**src/rtl/core/y2p_pkg.sv**
```systemverilog
// Shared types, constants and helpers of the YUYV to planar 4:2:0 converter.
package y2p_pkg;

  localparam int unsigned MaxWidth   = 4096;
  localparam int unsigned MaxHeight  = 4096;
  localparam int unsigned StoreDepth = MaxWidth / 2;
  localparam int unsigned ColW       = $clog2(StoreDepth);
  localparam int unsigned RowW       = $clog2(MaxHeight);
  localparam int unsigned CfgW       = 13;
  localparam int unsigned HalfW      = ColW + 1;
  localparam int unsigned LumaOffW   = 24;
  localparam int unsigned ChromaOffW = 22;

  localparam logic REG_FRAME_WIDTH  = 1'b0;
  localparam logic REG_FRAME_HEIGHT = 1'b1;

  // Effective frame geometry, kept in the form the datapath uses.
  typedef struct packed {
    logic [HalfW-1:0] w_half;    // macropixels per line
    logic [RowW-1:0]  last_row;  // index of the last line
  } cfg_t;

  // One classified macropixel passed from the front to the back.
  typedef struct packed {
    logic [7:0]      y0;
    logic [7:0]      u;
    logic [7:0]      y1;
    logic [7:0]      v;
    logic [ColW-1:0] col;
    logic [RowW-1:0] row;
    logic            fend;
  } cmd_t;

  // One finished result item.
  typedef struct packed {
    logic [LumaOffW-1:0]   luma_offset;
    logic [7:0]            luma_left;
    logic [7:0]            luma_right;
    logic                  chroma_valid;
    logic [ChromaOffW-1:0] chroma_offset;
    logic [7:0]            blue_avg;
    logic [7:0]            red_avg;
    logic                  frame_end;
  } res_t;

  // Width clamped to 2..MaxWidth and rounded down to even, halved.
  function automatic logic [HalfW-1:0] width_half(input logic [CfgW-1:0] raw);
    logic [HalfW-1:0] res;
    if (raw < CfgW'(2)) begin
      res = HalfW'(1);
    end else if (raw > CfgW'(MaxWidth)) begin
      res = HalfW'(MaxWidth / 2);
    end else begin
      res = HalfW'(raw >> 1);
    end
    return res;
  endfunction

  // Height clamped to 2..MaxHeight, minus one.
  function automatic logic [RowW-1:0] height_last(input logic [CfgW-1:0] raw);
    logic [RowW-1:0] res;
    if (raw < CfgW'(2)) begin
      res = RowW'(1);
    end else if (raw > CfgW'(MaxHeight)) begin
      res = RowW'(MaxHeight - 1);
    end else begin
      res = RowW'(raw - CfgW'(1));
    end
    return res;
  endfunction

endpackage

```
**src/rtl/core/y2p_front.sv**
```systemverilog
// Front part: configuration registers, item intake and raster position counters.
module y2p_front import y2p_pkg::*; (
  input  logic            clk_i,
  input  logic            rst_ni,
  input  logic            cfg_we_i,
  input  logic            cfg_idx_i,
  input  logic [CfgW-1:0] cfg_data_i,
  input  logic            accept_i,
  input  logic [7:0]      luma_first_i,
  input  logic [7:0]      chroma_blue_i,
  input  logic [7:0]      luma_second_i,
  input  logic [7:0]      chroma_red_i,
  output cfg_t            cfg_o,
  output cmd_t            cmd_o
);

  cfg_t            cfg_q, cfg_d;
  logic [ColW-1:0] col_q, col_d;
  logic [RowW-1:0] row_q, row_d;
  logic [ColW-1:0] last_col;
  logic            line_end;
  logic            fend;

  always_comb begin
    cfg_d = cfg_q;
    if (cfg_we_i) begin
      case (cfg_idx_i)
        REG_FRAME_WIDTH:  cfg_d.w_half   = width_half(cfg_data_i);
        REG_FRAME_HEIGHT: cfg_d.last_row = height_last(cfg_data_i);
        default: cfg_d = cfg_q;
      endcase
    end
  end

  assign last_col = ColW'(cfg_q.w_half - HalfW'(1));
  // A counter at or past its last value wraps, so a mid-frame change of size is safe.
  assign line_end = (col_q >= last_col);
  assign fend     = line_end && (row_q >= cfg_q.last_row);

  always_comb begin
    col_d = col_q;
    row_d = row_q;
    if (accept_i) begin
      if (line_end) begin
        col_d = '0;
        row_d = fend ? '0 : row_q + RowW'(1);
      end else begin
        col_d = col_q + ColW'(1);
      end
    end
  end

  always_ff @(posedge clk_i or negedge rst_ni) begin
    if (!rst_ni) begin
      cfg_q.w_half   <= HalfW'(320);
      cfg_q.last_row <= RowW'(479);
      col_q          <= '0;
      row_q          <= '0;
    end else begin
      cfg_q <= cfg_d;
      col_q <= col_d;
      row_q <= row_d;
    end
  end

  assign cfg_o      = cfg_q;
  assign cmd_o.y0   = luma_first_i;
  assign cmd_o.u    = chroma_blue_i;
  assign cmd_o.y1   = luma_second_i;
  assign cmd_o.v    = chroma_red_i;
  assign cmd_o.col  = col_q;
  assign cmd_o.row  = row_q;
  assign cmd_o.fend = fend;

endmodule

```
**config.mk**
```make
export PLATFORM = sky130hd
export DESIGN_NAME = y2p_front
export DESIGN_NICKNAME = d
export VERILOG_FILES = /design/src/rtl/core/y2p_pkg.sv /design/src/rtl/core/y2p_front.sv
export SDC_FILE = /design/constraint.sdc
export NUM_CORES = 1
export LEC_CHECK = 0
export BUFFER_PORTS_ARGS = -buffer_cell sky130_fd_sc_hd__buf_2
export CAP_MARGIN = 20
export CELL_PAD_IN_SITES_DETAIL_PLACEMENT = 2
export CELL_PAD_IN_SITES_GLOBAL_PLACEMENT = 2
export CORE_MARGIN = 4
export CORE_UTILIZATION = 30
export DETAILED_ROUTE_END_ITERATION = 6
export GPL_ROUTABILITY_DRIVEN = 0
export PLACE_DENSITY_LB_ADDON = 0.2
export SLEW_MARGIN = 20
export SYNTH_ARGS = -nofsm -noshare
export SYNTH_HDL_FRONTEND = slang
export SYNTH_SLANG_ARGS = --single-unit
```
**constraint.sdc**
```tcl
create_clock -name clk_i -period 5.41 [get_ports clk_i]
set_clock_uncertainty 0.1 [all_clocks]
set_input_delay 1.082 -clock clk_i [delete_from_list [all_inputs] [get_ports clk_i]]
set_output_delay 1.082 -clock clk_i [all_outputs]
set_load 0.01 [all_outputs]
```
Word level (Yosys, flattened, before mapping)
Cells that the tools add are included.
Widths: inputs -> output; s select.
{ "totals": {"inputBits": 50, "word_cells": 23, "register_bits": 47, "output_inout_bits": 80} }
{ "classes": {"muxes": 6, "n_lt_le_gt_ge": 4, "n_bitwise": 1, "reduce_logical": 4, "addsub": 4} }
{ "op_table": {"columns": ["op", "count"], "rows": [
  ["$mux 12", 5],
  ["$gt 13x13->1 const B", 1],
  ["$lt 13x2->1 const B", 1],
  ["$add 12x1->12 const B", 1],
  ["$ge 12x12->1", 1],
  ["$sub 12x1->12 const B", 1],
  ["$add 11x1->11 const B", 1],
  ["$ge 11x11->1", 1],
  ["$mux 11", 1],
  ["$sub 11x1->11 const B", 1],
  ["$reduce_and 2->1", 3],
  ["$logic_and 1x1->1", 1],
  ["$not 1->1", 1]
]} }

Depth between registers and ports, before layout
Gate-level depths: netlist of the first run.
{ "depth": {"ltp_word": 4, "depth_mapped": 14, "mapped_depth_nobuf": 13} }

Worst setup path before layout of the first run
OpenSTA, ideal clock, no wires.
{ "synth_path": {"path_type": "register to output", "startpoint": "register cfg_q, in the netlist cfg_o[12]", "endpoint": "output port cmd_o[0] in the netlist's numbering", "t_arrival_ps": 2525, "required_ps": 4228, "stages_incl_launch_ff": 13, "slack_ps": 1703, "n_path_buf": 1, "path_cell_list": "dfrtp_1 inv_1 ha_1 nand2_1 or3_1 nor3_1 xnor2_1 ha_1 a21oi_1 o21ai_0 a21oi_1 a21oi_1 buf_4"} }
{ "synth_between": {"elab_chain_cells": 3} }
{ "synth_rtl": {"columns": ["element", "line", "source"], "rows": [
  ["from (decl)", "y2p_front.sv:17", "cfg_t cfg_q, cfg_d;"],
  ["from (signal assigned)", "y2p_front.sv:60", "cfg_q <= cfg_d;"],
  ["$sub 11x1->11", "y2p_front.sv:35", "assign last_col = ColW'(cfg_q.w_half - HalfW'(1));"],
  ["$ge 11x11->1", "y2p_front.sv:37", "assign line_end = (col_q >= last_col);"],
  ["$logic_and 1x1->1", "y2p_front.sv:38", "assign fend = line_end && (row_q >= cfg_q.last_row);"],
  ["to (decl)", "y2p_front.sv:14", "output cmd_t cmd_o"]
]} }
No other way between the ends.

==> results.py, run 1 <==
metrics = {
    "final_layout": {
        "drive_above_1_share_pct": 21.98,
        "multi_input_area_um2": 1699,
        "antennaDiodeCount": 0,
        "final_core_util_pct": 34.03,
        "n_fill_cell": 1237,
        "regArea_um2": 1189,
        "nNetsFinal": 481,
        "syn2layout_area_growth_pct": 9.504,
    },
    "timing": {
        "fmax_ghz": 0.2255,
        "setup_viol": 0,
        "rsz0062_at_grt": "no",
        "hold_violations": 0,
        "slew_headroom_pct": 35.14,
        "period_needed_ps": 4435,
        "fin_setup_tns_ps": 0,
        "tightest_slew_ps": 966.4,
        "drv_slew": 0,
        "setup_ws_ps": 974.5,
        "fin_crit_sh_pct": 81.99,
    },
    "global_routing": {
        "overflow": 0,
        "busiest_layer": "met2",
        "first_global_vias": 3109,
        "global_route.usage.met3_pct": 2.642,
        "grt_first_pass_wirelength_mm": 16.15,
        "grt_max_degree": 48,
        "use_met2_pct": 27.02,
        "antenna_found_initial": 0,
        "grt_util_met1_pct": 19.97,
        "grtUsageTotal_pct": 15.76,
    },
    "setup_path": {
        "r2r_start": "cfg_o[12]",
        "crit_fanout": 7,
        "start_kind": "flip-flop",
        "crit_arrival_ps": 3250,
        "criticalPathCategory": "reg -> out",
        "critPathLaunch": "cfg_o[12]",
        "worstPathRequired_ps": 4230,
        "endpoint_kind": "output port",
    },
    "synthesis": {
        "yosys_warnings": 0,
        "synth_cell_types": 42,
        "netlist_instances": 370,
        "synth_fp_nets": 447,
        "avgSynthCellArea_um2": 8.789,
        "netlist_area_um2": 3252,
        "ys_ff_latch": 47,
        "ys_seq_area_share_pct": 36.55,
    },
    "clock_network": {
        "cts_resized": 0,
        "cts_tree": "yes",
        "h-tree-depth": 2,
        "cts_buffers": 5,
        "clock-sinks": 47,
        "cts_hold_buf": 0,
        "cts_setup_buffers": 0,
        "clockRootBuffer": "clkbuf_8",
        "clkLatencyLatePin_ps": 310,
        "clkTransAtPathRegs_ps": 90,
        "clk_path_buf_depth": 2,
    },
    "power_and_ir_drop": {
        "p_leak_nw": 1.740,
        "p_per_area_nw_per_um2": 309.4,
        "finalPower_mw": 1.102,
        "peakVddDrop_mv": 0.09424,
    },
    "route": {
        "route.vias.total": 2777,
        "dr.first_iter.drc_count": 50,
        "wl_mm": 9.541,
        "via_per_inst": 5.133,
        "first_pass_iters": 4,
        "drc": 0,
        "ant_nets": 0,
        "wl_per_cell_um": 17.64,
    },
    "place": {
        "io_buffers": 65,
        "hpwl_mm": 7.528,
        "pre_cts_ws_ps": 1305,
    },
    "job": {
        "max_cap_violations": 0,
    },
    "worst_hold_path": {
        "hold_path_class": "reg -> reg",
        "hp-start": "cfg_o[20]",
    },
    "run_status": {
        "status": "finished clean",
    },
    "die": {
        "initial_core_util_pct": 31.08,
        "rows": 37,
        "dieArea_um2": 12570,
        "io_pins": 130,
        "fp.dieW_um": 112.1,
        "core_um2": 10460,
        "die_h_um": 112.1,
    },
}
-- sequential cells by signal, indices dropped and copies added, names as in the netlist --
register	count
cfg_o	24
row_q	12
col_q	11
-- final cells by class --
type                            count  share of cell area (%)
Multi-Input combinational cell    261                   47.72
Sequential cell                    47                   33.38
Timing Repair Buffer               67                   9.557
Tap cell                          136                   4.779
Inverter                           22                   2.319
Clock buffer                        8                   2.249
-- logic make-up (layout without fill, tap and decap cells) --
logic type / after synthesis / in the layout / share of synthesized area [%]
XOR/XNOR: 21 / 21 / 5.656
AO/OA/AOI/OAI: 73 / 73 / 15.66
buffers and inverters: 62 / 97 / 11.20
flip-flops: 47 / 47 / 36.55
adder cells (fa/ha/maj): 27 / 27 / 10.39
AND/OR/NAND/NOR: 139 / 139 / 20.20
multiplexers: 1 / 1 / 0.3463
-- path summary, 6_finish.rpt --
kind / endpoint / slack [ps] / cells after the start
min in group asynchronous: col_q[3] / 760 / 2
max in group asynchronous: cfg_o[11] / 4000 / 2
hold / removal: cfg_o[20] / 420 / 2
setup reg to reg: row_q[8] / 1530 / 13
hold reg to reg: cfg_o[20] / 420 / 2
setup / recovery: cmd_o[0] / 970 / 12
-- critical path, stage by stage, from the launching register on --
cell and delay [ps]:
dfrtp_1 420, inv_1 120, ha_1 190, nand2_1 90, or3_1 370, nor3_1 240, xnor2_1 150, ha_1 280
a21oi_1 170, o21ai_0 130, a21oi_1 470, a21oi_1 140, buf_2 170
-- Yosys cell counts --
| library cell | count | area (µm²) |
|---|---|---|
| o21a_1 | 1 | 7.510 |
| dfstp_2 | 10 | 262.8 |
| ha_1 | 27 | 337.8 |
| inv_1 | 21 | 78.83 |
| clkbuf_1 | 6 | 22.52 |
| nand2_1 | 52 | 195.2 |
| o311ai_0 | 7 | 61.31 |
| nand2b_1 | 6 | 37.54 |
| or4_1 | 1 | 7.510 |
| mux2_2 | 1 | 11.26 |
| nor2_1 | 24 | 90.09 |
| xor2_1 | 5 | 43.79 |
| nor4_2 | 1 | 12.51 |
| a221o_1 | 2 | 20.02 |
| clkinv_1 | 1 | 3.750 |
| a2111oi_0 | 1 | 8.760 |
| or4_4 | 1 | 11.26 |
| a31o_2 | 1 | 8.760 |
| or2_2 | 2 | 12.51 |
| o21ai_1 | 1 | 5.000 |
| a21o_1 | 5 | 37.54 |
| a31oi_1 | 2 | 12.51 |
| buf_4 | 33 | 247.7 |
| nor2b_1 | 2 | 12.51 |
| and4_1 | 1 | 8.760 |
| nor4_1 | 2 | 12.51 |
| nor3_1 | 9 | 45.04 |
| buf_6 | 1 | 11.26 |
| a21oi_1 | 10 | 50.05 |
| a22o_1 | 14 | 122.6 |
| or3_1 | 4 | 25.02 |
| o2111ai_1 | 1 | 8.760 |
| nand4_1 | 5 | 31.28 |
| and3_1 | 5 | 31.28 |
| xnor2_1 | 16 | 140.1 |
| and2_1 | 3 | 18.77 |
| a22oi_1 | 1 | 7.510 |
| dfrtp_1 | 37 | 925.9 |
| o2bb2ai_1 | 2 | 17.52 |
| o21ai_0 | 24 | 120.1 |
| nand3_1 | 21 | 105.1 |
| o31ai_4 | 1 | 21.27 |
-- layer usage --
| layer | share of wire (%) | up-vias |
|---|---|---|
| met4 | 2.0 | 0 |
| met5 | 0 | - |
| met3 | 3.7 | 21 |
| li1 | - | 1333 |
| met1 | 46 | 1374 |
| met2 | 48 | 49 |
-- placed cells by master, fill, tap and decap left out, types with 6 or more instances in the layout --
cell type	synthesis	routed
buf_2	0	65
nand2_1	52	52
dfrtp_1	37	37
ha_1	27	27
nor2_1	24	24
o21ai_0	24	23
inv_1	21	21
nand3_1	21	21
xnor2_1	16	16
a22o_1	14	14
a21oi_1	10	10
dfstp_2	10	10
nor3_1	9	9
o311ai_0	7	7
nand2b_1	6	6
-- stage by stage --
stage | hold slack, ps | instance area, µm² | instances
after detailed placement | 401.9 | 3481 | 533
after floorplan | 392.8 | 3252 | 370
after CTS | 426.2 | 3561 | 541
after global placement | 368.4 | 3481 | 533
after global routing | 465.3 | 3561 | 541
final | 419.2 | 3561 | 541
-- report_power, final --
part,internal [mW],switching (mW),leakage [nW],total [mW]
registers,0.408,0.0740,0.550,0.482
logic,0.174,0.227,1.15,0.401
clock network,0.0923,0.126,0.0395,0.219
Power figures use the tool's default switching activity.
==> run 2, diff against run 1 <==
--- a/config.mk
+++ b/config.mk
@@ -10,7 +10,7 @@
 export CELL_PAD_IN_SITES_DETAIL_PLACEMENT = 2
 export CELL_PAD_IN_SITES_GLOBAL_PLACEMENT = 2
 export CORE_MARGIN = 4
-export CORE_UTILIZATION = 30
+export CORE_UTILIZATION = 28
 export DETAILED_ROUTE_END_ITERATION = 6
 export GPL_ROUTABILITY_DRIVEN = 0
 export PLACE_DENSITY_LB_ADDON = 0.2
==> constraint.sdc (replaced) <==
create_clock -name clk_i -period 4.6 [get_ports clk_i]
set_clock_uncertainty 0.1 [all_clocks]
set_input_delay 0.92 -clock clk_i [delete_from_list [all_inputs] [get_ports clk_i]]
set_output_delay 0.92 -clock clk_i [all_outputs]
set_load 0.01 [all_outputs]
==> run 2 against run 1 <==
Against the previous run:
- clock-buffer cell count decreased by 3
- global-route usage down 0.35 points
- via count about the same
- first-iteration DRC count decreased by 10%
- non-clock buffer count increased by 1
- utilization decreased by 1.9 points
- wire length increased by 2.7%
- die area grew 6.6%
- final cell count increased by 1.5%
- critical path depth unchanged
- critical path type unchanged
- largest cell class unchanged
==> results.py, run 2 (same netlist as run 1, synthesis figures left out) <==
metrics = {
    "clock_network": {
        "cts_tree": "yes",
        "clkLatencyLatePin_ps": 290,
        "clockRootBuffer": "clkbuf_16",
        "cts_setup_buffers": 0,
        "clk_path_buf_depth": 2,
        "clkTransAtPathRegs_ps": 70,
        "cts_resized": 0,
        "clock-sinks": 47,
        "cts_buffers": 5,
        "cts_hold_buf": 0,
        "h-tree-depth": 2,
    },
    "die": {
        "die_h_um": 115.8,
        "core_um2": 11370,
        "fp.dieW_um": 115.8,
        "rows": 39,
        "dieArea_um2": 13400,
        "initial_core_util_pct": 28.60,
        "io_pins": 130,
    },
    "setup_path": {
        "critical_path.max_stage_delay_ps": 460,
        "crit_arrival_ps": 3210,
        "crit_family": "compound AO/OA/AOI/OAI gates",
        "critPathLaunch": "cfg_o[12]",
        "criticalPathCategory": "reg -> out",
        "cp_cell_sequence": "inv_1, ha_1, nand2_1, or3_1, nor3_1, xnor2_1, ha_1, a21oi_1, o21ai_0, a21oi_1, a21oi_1, buf_2",
        "worstPathRequired_ps": 3580,
        "r2r_start": "cfg_o[12]",
        "critical_path_buf_inv_count": 2,
        "start_kind": "flip-flop",
        "worst_path_most_repeated_cell": "a21oi_1",
        "crit_fanout": 7,
        "crit_path_top_delay_cell": "a21oi_1",
        "endpoint_kind": "output port",
    },
    "final_layout": {
        "nNetsFinal": 482,
        "final_area_um2": 3655,
        "syn2layout_area_growth_pct": 12.39,
        "largest_reg_flops": 24,
        "drive_above_1_share_pct": 22.91,
        "fin_cells": 549,
        "final_cell_mix": "buf_2, nand2_1, dfrtp_1",
        "final_common_cell": "buf_2",
        "antennaDiodeCount": 0,
    },
    "route": {
        "wl_mm": 9.794,
        "drc": 0,
        "wl_per_cell_um": 17.84,
        "first_pass_iters": 4,
        "route.vias.total": 2776,
        "via_per_inst": 5.056,
        "ant_nets": 0,
        "dr.first_iter.drc_count": 45,
    },
    "timing": {
        "setup_viol": 0,
        "tightest_slew_ps": 734.5,
        "period_needed_ps": 4231,
        "drv_slew": 0,
        "hold_violations": 0,
        "slew_headroom_pct": 51.04,
        "fmax_ghz": 0.2363,
        "rsz0062_at_grt": "no",
        "fin_crit_sh_pct": 91.99,
        "fin_setup_tns_ps": 0,
    },
    "global_routing": {
        "grt_first_pass_wirelength_mm": 16.36,
        "first_global_vias": 3118,
        "overflow": 0,
        "antenna_found_initial": 0,
        "grtUsageTotal_pct": 15.41,
        "grt_max_degree": 29,
    },
    "run_status": {
        "status": "finished clean",
    },
    "place": {
        "hpwl_mm": 7.850,
        "dp_cells": 541,
        "io_buffers": 65,
        "place_area_um2": 3510,
    },
    "worst_hold_path": {
        "hold_path_class": "reg -> reg",
        "hp-start": "cfg_o[23]",
    },
    "power_and_ir_drop": {
        "p_per_area_nw_per_um2": 388.0,
        "finalPower_mw": 1.418,
        "peakVddDrop_mv": 0.1593,
        "p_leak_nw": 1.775,
    },
    "job": {
        "max_cap_violations": 0,
    },
}
-- run 2: layout make-up --
type                       instances  area (µm²)
sequential                        47        1189
tap                              143       178.9
fill                            1319        7715
multi-input combinational        261        1699
clock inverter                     3       20.02
timing repair buffer              68       360.3
inverter                          22       82.58
clock buffer                       5       125.1
-- run 2: worst register-to-register path, delay by kind of cell (launching register included) --
family | cells | cell delay (ps)
AOI/OAI and AO/OA | 3 | 1150
adders and majority gates | 2 | 520
and+or+nand+nor | 6 | 1330
buffers and inverters | 1 | 120
xor gates and xnor gates | 1 | 110
DFF | 1 | 410
-- run 2: routing by layer --
metal | share of wire (%) | wire length [µm] | GRT usage, %
met1 | 45 | 4407 | 19.76
met2 | 50 | 4919 | 26.85
met3 | 3.5 | 346 | 2.663
met4 | 1.2 | 121 | 4.022
met5 | 0 | 0 | 0
-- run 2: report_power, final --
group	leakage, nW	switching, mW	internal (mW)
logic	1.16	0.271	0.208
registers	0.550	0.0890	0.481
clock network	0.0658	0.169	0.201
-- run 2: stage by stage --
stage               utilization [%]  setup slack (ps)  hold WS [ps]
floorplan                         -              1055         392.8
global placement              30.69             866.0         364.2
detailed placement            30.87             666.8         393.2
CTS                           32.14             351.3         410.0
global route                  32.14             53.42         436.0
finish                        32.14             368.7         402.8
-- run 2: final timing paths --
kind	end	slack (ps)	cells past startpoint
max in group asynchronous	cfg_o[20]	3310	2
min in group asynchronous	row_q[3]	490	1
setup reg to reg	row_q[5]	740	13
hold reg to reg	cfg_o[23]	400	2
hold / removal	cfg_o[23]	400	2
setup / recovery	cmd_o[0]	370	12
