[config.mk]
export PLATFORM = sky130hd
export DESIGN_NAME = y2p_queue
export DESIGN_NICKNAME = d
export VERILOG_FILES = /design/src/rtl/core/y2p_pkg.sv /design/src/rtl/core/y2p_queue.sv
export SDC_FILE = /design/constraint.sdc
export NUM_CORES = 1
export LEC_CHECK = 0
export CORE_ASPECT_RATIO = 0.9
export CORE_MARGIN = 2
export CORE_UTILIZATION = 60
export CTS_BUF_LIST = sky130_fd_sc_hd__clkbuf_4 sky130_fd_sc_hd__clkbuf_8
export CTS_CLUSTER_DIAMETER = 30
export CTS_CLUSTER_SIZE = 28
export DETAILED_ROUTE_END_ITERATION = 10
export DONT_BUFFER_PORTS = 1
export GPL_TIMING_DRIVEN = 0
export PLACE_DENSITY = 0.76
export SYNTH_ARGS = -nofsm -noshare
export SYNTH_HDL_FRONTEND = slang
export SYNTH_SLANG_ARGS = --single-unit
[constraint.sdc]
create_clock -name clk_i -period 4.1 [get_ports clk_i]
set_input_delay 0.82 -clock clk_i [delete_from_list [all_inputs] [get_ports clk_i]]
set_output_delay 0.82 -clock clk_i [all_outputs]
set_load 0.005 [all_outputs]
[src/rtl/core/y2p_pkg.sv]
// Shared types, constants and helpers of the YUYV to planar 4:2:0 converter.
package y2p_pkg;

  localparam int unsigned MaxWidth   = 4096;
  localparam int unsigned MaxHeight  = 4096;
  localparam int unsigned StoreDepth = MaxWidth / 2;
  localparam int unsigned ColW       = $clog2(StoreDepth);
  localparam int unsigned RowW       = $clog2(MaxHeight);
  localparam int unsigned CfgW       = 13;
  localparam int unsigned HalfW      = ColW + 1;
  localparam int unsigned LumaOffW   = 24;
  localparam int unsigned ChromaOffW = 22;

  localparam logic REG_FRAME_WIDTH  = 1'b0;
  localparam logic REG_FRAME_HEIGHT = 1'b1;

  // Effective frame geometry, kept in the form the datapath uses.
  typedef struct packed {
    logic [HalfW-1:0] w_half;    // macropixels per line
    logic [RowW-1:0]  last_row;  // index of the last line
  } cfg_t;

  // One classified macropixel passed from the front to the back.
  typedef struct packed {
    logic [7:0]      y0;
    logic [7:0]      u;
    logic [7:0]      y1;
    logic [7:0]      v;
    logic [ColW-1:0] col;
    logic [RowW-1:0] row;
    logic            fend;
  } cmd_t;

  // One finished result item.
  typedef struct packed {
    logic [LumaOffW-1:0]   luma_offset;
    logic [7:0]            luma_left;
    logic [7:0]            luma_right;
    logic                  chroma_valid;
    logic [ChromaOffW-1:0] chroma_offset;
    logic [7:0]            blue_avg;
    logic [7:0]            red_avg;
    logic                  frame_end;
  } res_t;

  // Width clamped to 2..MaxWidth and rounded down to even, halved.
  function automatic logic [HalfW-1:0] width_half(input logic [CfgW-1:0] raw);
    logic [HalfW-1:0] res;
    if (raw < CfgW'(2)) begin
      res = HalfW'(1);
    end else if (raw > CfgW'(MaxWidth)) begin
      res = HalfW'(MaxWidth / 2);
    end else begin
      res = HalfW'(raw >> 1);
    end
    return res;
  endfunction

  // Height clamped to 2..MaxHeight, minus one.
  function automatic logic [RowW-1:0] height_last(input logic [CfgW-1:0] raw);
    logic [RowW-1:0] res;
    if (raw < CfgW'(2)) begin
      res = RowW'(1);
    end else if (raw > CfgW'(MaxHeight)) begin
      res = RowW'(MaxHeight - 1);
    end else begin
      res = RowW'(raw - CfgW'(1));
    end
    return res;
  endfunction

endpackage

[src/rtl/core/y2p_queue.sv]
// Two-entry queue of classified items between the front and the back part.
module y2p_queue import y2p_pkg::*; (
  input  logic clk_i,
  input  logic rst_ni,
  input  logic push_i,
  input  cmd_t data_i,
  output logic full_o,
  input  logic pop_i,
  output logic empty_o,
  output cmd_t data_o
);

  cmd_t       mem_q [2];
  logic       wr_q, wr_d;
  logic       rd_q, rd_d;
  logic [1:0] cnt_q, cnt_d;
  logic       do_push, do_pop;

  assign full_o  = (cnt_q == 2'd2);
  assign empty_o = (cnt_q == 2'd0);
  assign do_push = push_i && !full_o;
  assign do_pop  = pop_i && !empty_o;
  assign data_o  = mem_q[rd_q];

  always_comb begin
    wr_d  = do_push ? ~wr_q : wr_q;
    rd_d  = do_pop ? ~rd_q : rd_q;
    cnt_d = cnt_q + 2'(do_push) - 2'(do_pop);
  end

  always_ff @(posedge clk_i) begin
    if (do_push) begin
      mem_q[wr_q] <= data_i;
    end
  end

  always_ff @(posedge clk_i or negedge rst_ni) begin
    if (!rst_ni) begin
      wr_q  <= 1'b0;
      rd_q  <= 1'b0;
      cnt_q <= '0;
    end else begin
      wr_q  <= wr_d;
      rd_q  <= rd_d;
      cnt_q <= cnt_d;
    end
  end

endmodule

Word level (Yosys, flattened, before mapping). Memory sizes are Yosys's and may differ from the RTL's. Index checks and enable logic that the tools add are counted. W data, S select, Z words.

$add $sub $neg: 2. Multipliers: 0. Div/mod/pow operators: 0. $lt $le $gt $ge: 0. Eq/ne operators: 1. Shift-type cells: 0. Multiplexer cells: 2. Bitwise logic cells: 2. Reduce and logical (&&, ||, !) cells: 5.

Operators by type and width (count): $add A2 B1 Y2 (1); $eq A2 B2 Y1 const B (1); $logic_and A1 B1 Y1 (2); $logic_not A1 Y1 (2); $logic_not A2 Y1 (1); $mux W1 (2); $not A1 Y1 (2); $sub A2 B1 Y2 (1).

Register bits after elaboration: 4. Bits in latches: 0. RAM bits: 112. Bits in read-only memories: 0. Input bits: 60. Output and inout port bits: 58. Memories: 1.

Memories: mem_q (words 2, bits a word 56, read ports 1, clocked after Yosys merged registers in 0, write ports 1, line y2p_queue.sv:13) `cmd_t mem_q [2];`.

Longest topological paths before layout. Gate-level depths: netlist of the first run.

Word-level depth: 5. Mapped depth: 7. Gate-level depth less buffers: 7.

Worst setup path before layout of the first run. Ideal clock, no wire load.

Path type: input to register. Start point: input push_i. End point: memory mem_q[0][0] in the netlist's numbering, enable pin. Library setup time: 0.470 ns. Arrival: 3.260 ns. Path slack: 0.370 ns. Cell stages on the path: 2. Cell sequence: nand2_1 nor2_1.

Cells in the longest elaborated chain, start to end: 3.

RTL lines: from (decl) (line y2p_queue.sv:5) `input logic push_i,`; $logic_and A1 B1 Y1 (line y2p_queue.sv:21) `assign do_push = push_i && !full_o;`; $mux W1 (line y2p_queue.sv:32) `if (do_push) begin`; $mux W1 (not written as such) (line y2p_queue.sv:33) `mem_q[wr_q] <= data_i;`; to (decl) (line y2p_queue.sv:13).

Every way passes these cells.

==> results.ini, run 1 <==
[route]
drt_iter0_markers=86
ant_nets=0
dr.pass1.iters=4
wl_per_cell_um=19.52
drc_errors=0
viasPerCell=5.505
wirelength_um=6226
vias=1756

[floorplan]
fp-row-count=29
die_y_um=84.86
core_area_um2=7039
ios=118
fp.dieW_um=93.85
die-area_um2=7964
start_util=0.6193

[clock_tree]
post_cts_buffers=0
cts_buffers=17
htreeDepth=4
cts_resized=0
cts_tree=built
clock-root-buffer=clkbuf_8
clk_pin_slew_ns=0.06
cts_buffer_depth=2
cts_sinks=116
worstSkewPairLatency_ns=0.40
cts_hold_buf=0

[placement]
dp_cells=287
dp.final_hpwl_um=4342
io_buffers=0
gp_congestion=0.6260
placedInstanceArea_um2=4524

[sta]
hold_viol=0
worst_slew_pin_slew_ns=0.6048
rsz0062_at_grt=false
slew_headroom=0.5959
fmax_mhz=435.0
drv_slew=0
finalClockSkew_ns=0.006253
period_share=0.5607
setup_viol=0
period_needed_ns=2.299

[job]
cap_violations=0

[grt]
grt_pass1_vias=1913
gr-usage-all-layers=0.1687
grt_pass1_wl_um=9639
antenna_found_initial=0
overflow=0
grt_max_degree=38

[cells_and_area]
fillers=447
num-nets-final=275
design_area_um2=4942
antenna_cells=0
instances_no_fill=319
synthToLayoutAreaGrowth_pct=13.38
drive_gt1_frac=0.4204

[logic_synthesis]
synth_fa_ha_area_frac=0.005741
synth_area_um2=4359
synth_cells=192
synth_xor_area_frac=0.008037
synth_top_area_share=0.7715
yosys_warnings=0
yosys.area_share.simple=0.006889
synth_fp_nets=254
synth_top_family_by_area=multiplexers
ys_top_cells_by_count=112 x edfxtp_1, 30 x mux2_4, 26 x mux2_2
synth_edf_count=112
synth_area_leaders=edfxtp_1 77%, mux2_4 10%, mux2_2 6.7%, dfrtp_1 2.3%, buf_6 1.0%
synth_compound_area_frac=0
synth_flop_cell=edfxtp_1
yosys-mux-area-fraction=0.1705
synth.avg_cell_area_um2=22.70
synth-seq-cells=116
synthArstFlopShare=0.03448
yosysSeqAreaShare=0.7945
ys_types=15
synth_top_area_cell=edfxtp_1
synthMostInstantiatedCell=edfxtp_1

[worst_setup_path]
cp-end-kind=primary output
crit_arrival_ns=1.48
setup.worst_path.start_class=flip-flop
crit_type=reg -> out
path_common_cell=buf_6
required_ns=3.28
crit_path_max_incr_delay_ns=0.38
path_cells=buf_6, buf_6, mux2_4
crit_fanout=10
cpMaxStageDelayCell=dfrtp_1
timing.reg2reg.setup_slack_ns=2.29
r2r_end=mem_q[0][40]$_DFFE_PP_
rr_startpoint=cnt_q[1]$_DFF_PN0_
reg2reg_depth=4

[power]
ir_drop_uv=399.6
power.density_nw_per_um2=742.7
power.leakage_nw=1.750

[worst_hold_path]
hp-class=in -> async

[status]
status=finished, final reports clean

state kept, by name, summed over array words and instances (netlist names):
name / flops
mem_q: 112
rd_q: 1
wr_q: 1
cnt_q: 2
worst max-delay path by stage:
stage,startpoint,endpoint,slack [ns],depth (start not counted)
after global routing,rd_q$_DFFE_PN0P_,data_o[18],1.70,3
after floorplan,push_i,mem_q[0][0]$_DFFE_PP_,0.37,2
final,rd_q$_DFFE_PN0P_,data_o[21],1.80,3
after global placement,push_i,mem_q[0][32]$_DFFE_PP_,-0.42,2
after detailed placement,push_i,mem_q[0][27]$_DFFE_PP_,1.99,3
after CTS,rd_q$_DFFE_PN0P_,data_o[18],1.74,3
critical path: cells and delay by family (launching register included):
kind | cells | cell delay, ns
DFF | 1 | 0.38
buffers and inverters | 2 | 0.37
muxes | 1 | 0.32
stage by stage:
stage	utilization	total power [mW]	hold slack, ns	setup TNS [ns]	setup WS (ns)
final	0.7021	3.671	0.1089	0	1.801
after global placement	0.6358	2.591	0.4758	-23.08	-0.4152
after global routing	0.7021	3.850	0.06759	0	1.701
after CTS	0.7021	3.719	0.07681	0	1.744
after detailed placement	0.6427	2.648	0.5084	0	1.990
after floorplan	-	2.457	0.4608	0	0.3703
metal layers:
layer  wire length (um)  up-vias  global-route usage
met1               2141      861              0.1728
met4                 73        0             0.07905
li1                   -      797                   -
met3                660        9             0.09325
met2               3351       89              0.2812
met5                  0        -                   0
layout by cell type, fill, tap and decap left out, drive strengths merged:
cell,n
edfxtp,112
mux2,56
clkbuf,20
buf,8
clkinv,6
bufinv,4
dfrtp,4
xnor2,3
inv,2
ha,2
clkinvlp,2
nor2,2
nand2b,1
nand2,1
and3,1
nor2b,1
xor2,1
logic make-up after synthesis:
logic type    after synthesis
fa+ha+maj                   2
xor+xnor                    4
flops                     116
simple gates                6
mux                        56
buf+inv                     8
where the power goes:
part	switching (mW)	internal, mW
Combinational	0.453	0.452
Sequential	0.0739	1.62
Clock	0.396	0.672
Total	0.923	2.75
area by class of cell:
| cell class | instances | area [um2] | share of cell area |
|---|---|---|---|
| Sequential cell | 116 | 3463 | 0.7008 |
| Buffer | 6 | 55.05 | 0.01114 |
| Inverter | 2 | 7.507 | 0.001519 |
| Tap cell | 93 | 116.4 | 0.02354 |
| Clock inverter | 12 | 161.4 | 0.03266 |
| Timing Repair Buffer | 2 | 40.04 | 0.008101 |
| Clock buffer | 20 | 256.5 | 0.05190 |
| Multi-Input combinational cell | 68 | 842.1 | 0.1704 |
Note: power is estimated with default switching activity, not from simulation.
==> run 2, diff against run 1 <==
CORE_UTILIZATION = 59   (was 60)
PLACE_DENSITY = 0.78   (was 0.76)
clock period = 2 ns   (was 4.1 ns; I/O delays follow)
==> results.ini, run 2 (synthesis results as in run 1) <==
[worst_setup_path]
path_cells=buf_6, buf_6, mux2_4
reg2reg_depth=3  ; -1
crit_path_max_incr_delay_ns=0.37  ; about the same
required_ns=1.60  ; -1.68 ns
path_common_cell=buf_6
r2r_end=mem_q[0][1]$_DFFE_PP_
setup.worst_path.start_class=flip-flop
crit_type=reg -> out
cp-end-kind=primary output
crit_arrival_ns=1.46  ; -0.02 ns
cpMaxStageDelayCell=dfrtp_1
crit_fanout=10  ; unchanged
timing.reg2reg.setup_slack_ns=0.18  ; -2.11 ns
rr_startpoint=cnt_q[1]$_DFF_PN0_

[cells_and_area]
utilization=0.6923  ; -0.009803
top_register=mem_q
most-common-layout-cells=112 x edfxtp_1, 30 x mux2_4, 26 x mux2_2
antenna_cells=0  ; unchanged
fillers=449  ; +0.45%
multiInputGateArea_um2=852.1  ; +1.2%
synthToLayoutAreaGrowth_pct=12.94
regArea_um2=3463  ; unchanged
num-nets-final=276  ; +0.36%
design_area_um2=4923  ; -0.38%
final_common_cell=edfxtp_1
drive_gt1_frac=0.4273  ; +0.006959
largest_reg_flops=112  ; unchanged
reg.largest.list=mem_q x112, cnt_q x2

[grt]
gr-usage-all-layers=0.1676  ; -0.001145
grt_pass1_vias=1888  ; -1.3%
use_met3=0.1046  ; +0.01132
grt_pass1_wl_um=9791  ; +1.6%
met1_usage=0.1765  ; +0.003716
grt_max_degree=57  ; +50%
antenna_found_initial=0  ; unchanged
overflow=0  ; unchanged
top_usage_layer=met2
met2_usage=0.2843  ; +0.003164

[placement]
placedInstanceArea_um2=4504  ; -0.44%
dp.final_hpwl_um=4435  ; +2.1%
io_buffers=0  ; unchanged
dpl_worst_slack_ns=-0.02313  ; -2.013 ns
gp_congestion=0.6904  ; +10%

[job]
cap_violations=0  ; unchanged

[sta]
fmax_mhz=538.4
rsz0062_at_grt=false
layout_setup_ws_ns=0.1428  ; -1.658 ns
slew_headroom=0.4879  ; -0.1080
hold_viol=0  ; unchanged
period_share=0.9286
worst_slew_pin_slew_ns=0.7682  ; +0.1634 ns
drv_slew=0  ; unchanged
finalClockSkew_ns=0.007525  ; +0.001272 ns
period_needed_ns=1.857
fin_setup_tns_ns=0  ; unchanged
setup_viol=0  ; unchanged

[route]
wirelength_um=6687  ; +7.4%
viasPerCell=5.581  ; +1.4%
drt_iter0_markers=49  ; -43%
dr.pass1.iters=4  ; unchanged
vias=1786  ; +1.7%
drc_errors=0  ; unchanged
ant_nets=0  ; unchanged
wl_per_cell_um=20.90  ; +7.1%

[clock_tree]
htreeDepth=4  ; unchanged
cts_buffers=17  ; unchanged
post_cts_buffers=0  ; unchanged
clk_pin_slew_ns=0.07  ; about the same
cts_tree=built
worstSkewPairLatency_ns=0.39  ; about the same
clock-root-buffer=clkbuf_8
cts_buffer_depth=2  ; unchanged
cts_sinks=116  ; unchanged

[worst_hold_path]
min_from=data_i[42]
hp-class=in -> reg
whs_endpoint=mem_q[1][42]$_DFFE_PP_
min_path_cells=0

[floorplan]
fp.dieW_um=94.61  ; +0.81%
ios=118  ; unchanged
die-area_um2=8093  ; +1.6%
die_y_um=85.55  ; +0.81%
start_util=0.6129  ; -0.006319
fp-row-count=29  ; unchanged
core_area_um2=7112  ; +1.0%

[status]
status=finished, final reports clean

[power]
ir_drop_uv=1396  ; +250%
p_total_mw=7.459  ; +100%
power.leakage_nw=1.746  ; -0.26%
power.density_nw_per_um2=1515  ; +100%

[run 2: routing by layer]
layer / vias to the layer above / wire length (um)
li1: 798 / -
met1: 901 / 2485
met2: 81 / 3451
met3: 6 / 730
met4: 0 / 20
met5: - / 0
[run 2: power breakdown]
group / switching [mW] / leakage [nW] / total, mW / internal (mW)
logic: 0.943 / 0.451 / 1.85 / 0.908
clock network: 0.832 / 0.208 / 2.11 / 1.27
registers: 0.169 / 1.09 / 3.50 / 3.33
[run 2: repair_timing]
action / in CTS / in global routing
gates cloned: 0 / 1
hold buffers: 1 / 0
resized for setup: 1 / 0
pin swaps: 0 / 1
endpoints found under the setup margin: 56 / 30
endpoints found under the hold margin: 4 / 0
[run 2: worst max-delay path, delay by kind of cell (launching register included)]
kind     cells  cell delay [ns]
flops        1             0.37
buf+inv      2             0.38
mux          1             0.32
[run 2: metrics by stage]
step / std cells / hold WS, ns
2_1_floorplan: 192 / 0.1044
3_3_place_gp: 285 / 0.1045
3_5_place_dp: 286 / 0.1046
4_1_cts: 319 / 0.07417
5_1_grt: 320 / 0.05950
6_report: 320 / 0.09727
[run 2: cell type report]
type	instances	area share
timing repair buffer	2	0.006099
clock buffer	21	0.05362
sequential	116	0.7034
buffer	6	0.01118
tap	93	0.02363
clock inverter	11	0.02745
inverter	2	0.001525
multi-input combinational	69	0.1731
[run 2: worst max path at each step]
| stage | startpoint | end | slack, ns | cells past startpoint |
|---|---|---|---|---|
| after floorplan | cnt_q[1]$_DFF_PN0_ | mem_q[0][0]$_DFFE_PP_ | 0.13 | 3 |
| after global placement | cnt_q[1]$_DFF_PN0_ | mem_q[0][26]$_DFFE_PP_ | -0.16 | 3 |
| after detailed placement | cnt_q[1]$_DFF_PN0_ | mem_q[1][29]$_DFFE_PP_ | -0.02 | 2 |
| after CTS | cnt_q[1]$_DFF_PN0_ | mem_q[0][50]$_DFFE_PP_ | 0.03 | 4 |
| after global routing | rd_q$_DFFE_PN0P_ | data_o[22] | 0.05 | 3 |
| final | rd_q$_DFFE_PN0P_ | data_o[22] | 0.14 | 3 |
==> run 3, diff against run 2 <==
CORE_ASPECT_RATIO = 1.5   (was 0.9)
==> results.ini, run 3 (synthesis results as in run 1) <==
[status]
status=finished, final reports clean

[cells_and_area]
synthToLayoutAreaGrowth_pct=13.20
num-nets-final=275  ; -0.36%
drive_gt1_frac=0.4071  ; -0.02023
multiInputGateArea_um2=845.8  ; -0.73%
reg.largest.list=mem_q x112, cnt_q x2
fillers=456  ; +1.6%
antenna_cells=0  ; unchanged
top_register=mem_q
final_common_cell=edfxtp_1
design_area_um2=4935  ; +0.23%
instances_no_fill=326  ; +1.9%
largest_reg_flops=112  ; unchanged
regArea_um2=3463  ; unchanged
most-common-layout-cells=112 x edfxtp_1, 30 x mux2_4, 26 x mux2_2

[floorplan]
fp.dieW_um=74.18  ; -22%
fp-row-count=38  ; +31%
start_util=0.6072  ; -0.005768
die_y_um=109.3  ; +28%
core_area_um2=7179  ; +0.95%
ios=118  ; unchanged
die-area_um2=8106  ; +0.16%

[clock_tree]
clk_pin_slew_ns=0.07  ; about the same
worstSkewPairLatency_ns=0.41  ; +0.02 ns
clock-root-buffer=clkbuf_8
cts_buffers=17  ; unchanged
cts_sinks=116  ; unchanged
cts_tree=built
cts_buffer_depth=2  ; unchanged
post_cts_buffers=0  ; unchanged
htreeDepth=4  ; unchanged

[placement]
placedInstanceArea_um2=4513  ; +0.19%
dp.final_hpwl_um=4588  ; +3.5%
gp_congestion=0.6867  ; -0.54%
io_buffers=0  ; unchanged
dp_cells=293  ; +2.4%

[worst_setup_path]
cpMaxStageDelayCell=nor2_4
reg2reg_depth=4  ; +1
required_ns=2.10  ; +0.50 ns
r2r_end=mem_q[0][26]$_DFFE_PP_
crit_type=reg -> reg
crit_arrival_ns=1.98  ; +0.52 ns
timing.reg2reg.setup_slack_ns=0.12  ; -0.06 ns
path_cells=nand2b_1, nand2_1, nor2_4, buf_12
crit_path_max_incr_delay_ns=0.53  ; +0.16 ns
setup.worst_path.start_class=flip-flop
startpoint=cnt_q[0]$_DFF_PN0_
rr_startpoint=cnt_q[0]$_DFF_PN0_
cp-end-kind=flip-flop
crit_fanout=36  ; +26
worstSetupEndpoint=mem_q[0][26]$_DFFE_PP_

[power]
power.density_nw_per_um2=1525  ; +0.66%
p_switching_mw=1.945  ; about the same
p_total_mw=7.526  ; +0.89%
internal_power_mw=5.581  ; +1.2%
seq_power_share=0.464  ; -0.005
ir_drop_uv=1433  ; +2.6%
power.leakage_nw=1.743  ; -0.17%
p_clk_frac=0.287  ; +0.005
p_comb_frac=0.249  ; about the same
switching_share=0.2584  ; -0.002242

[route]
dr.pass1.iters=4  ; unchanged
wirelength_um=6706  ; +0.28%
ant_nets=0  ; unchanged
viasPerCell=5.387  ; -3.5%
vias=1756  ; -1.7%
wl_per_cell_um=20.57  ; -1.6%
drt_iter0_markers=81  ; +65%
drc_errors=0  ; unchanged

[grt]
top_usage_layer=met2
antenna_found_initial=0  ; unchanged
use_met3=0.09612  ; -0.008451
grt_max_degree=57  ; unchanged
gr-usage-all-layers=0.1715  ; +0.003885
met2_usage=0.2774  ; -0.006909
met1_usage=0.1677  ; -0.008855
overflow=0  ; unchanged
grt_pass1_vias=1893  ; +0.26%
grt_pass1_wl_um=9494  ; -3.0%

[worst_hold_path]
hp-class=in -> reg

[sta]
setup_viol=0  ; unchanged
fmax_mhz=530.8  ; -1.4%
whs_ns=0.07642  ; -0.02086 ns
worst_slew_pin_slew_ns=0.7674  ; -0.0008121 ns
rsz0062_at_grt=false
period_needed_ns=1.884  ; +0.02683 ns
period_share=0.9420  ; +0.01342
drv_slew=0  ; unchanged
slew_headroom=0.4884  ; +0.0005420
finalClockSkew_ns=0.007273  ; -0.0002520 ns
hold_viol=0  ; unchanged
fin_setup_tns_ns=0  ; unchanged

[job]
cap_violations=0  ; unchanged

==> run 3: timing repair <==
item	CTS	global route
setup endpoints to repair	56	0
hold endpoints to repair	4	0
resized for setup	1	0
hold buffers	1	0
==> run 3: per-stage QoR <==
stage            util  worst slack, ns
2_1_floorplan       -           0.1305
3_3_place_gp   0.6258          -0.1889
3_5_place_dp   0.6286         -0.06211
4_1_cts        0.6873          0.07323
5_1_grt        0.6873        0.0002109
6_report       0.6873           0.1160
==> run 3: layer usage <==
layer,part of all wire,vias up
met1,0.34,864
met4,0.024,0
li1,-,793
met5,0,-
met3,0.11,13
met2,0.53,86
==> run 3: area by class of cell <==
| class | instances | area share |
|---|---|---|
| plain buffers | 6 | 0.01116 |
| clock buffers | 18 | 0.04894 |
| clock inverters | 14 | 0.03372 |
| inverters | 2 | 0.001521 |
| multi-input cells | 68 | 0.1714 |
| flip-flops and latches | 116 | 0.7018 |
| well taps | 100 | 0.02535 |
| repair buffers | 2 | 0.006085 |
==> run 3: worst max-delay path: cells and delay by family (launching register included) <==
family,cells,cell delay [ns]
AND/OR/NAND/NOR,3,0.86
flip-flops,1,0.38
buffers and inverters,1,0.31
==> run 3: worst min-delay path by stage <==
| stage | startpoint | endpoint | slack (ns) | cells past startpoint |
|---|---|---|---|---|
| after floorplan | rst_ni | cnt_q[0]$_DFF_PN0_ | 0.10 | 0 |
| after global placement | rst_ni | cnt_q[0]$_DFF_PN0_ | 0.10 | 0 |
| after detailed placement | rst_ni | wr_q$_DFFE_PN0P_ | 0.10 | 0 |
| after CTS | data_i[20] | mem_q[1][20]$_DFFE_PP_ | 0.05 | 0 |
| after global routing | data_i[20] | mem_q[1][20]$_DFFE_PP_ | 0.05 | 0 |
| final | data_i[5] | mem_q[0][5]$_DFFE_PP_ | 0.08 | 0 |
==> run 3: power groups by stage <==
stage               clock network, mW  logic (mW)  registers [mW]
floorplan                           0        1.53            3.49
global placement                    0        1.79            3.52
detailed placement                  0        1.91            3.55
CTS                              2.20        1.92            3.49
global route                     2.28        2.02            3.54
finish                           2.16        1.88            3.49
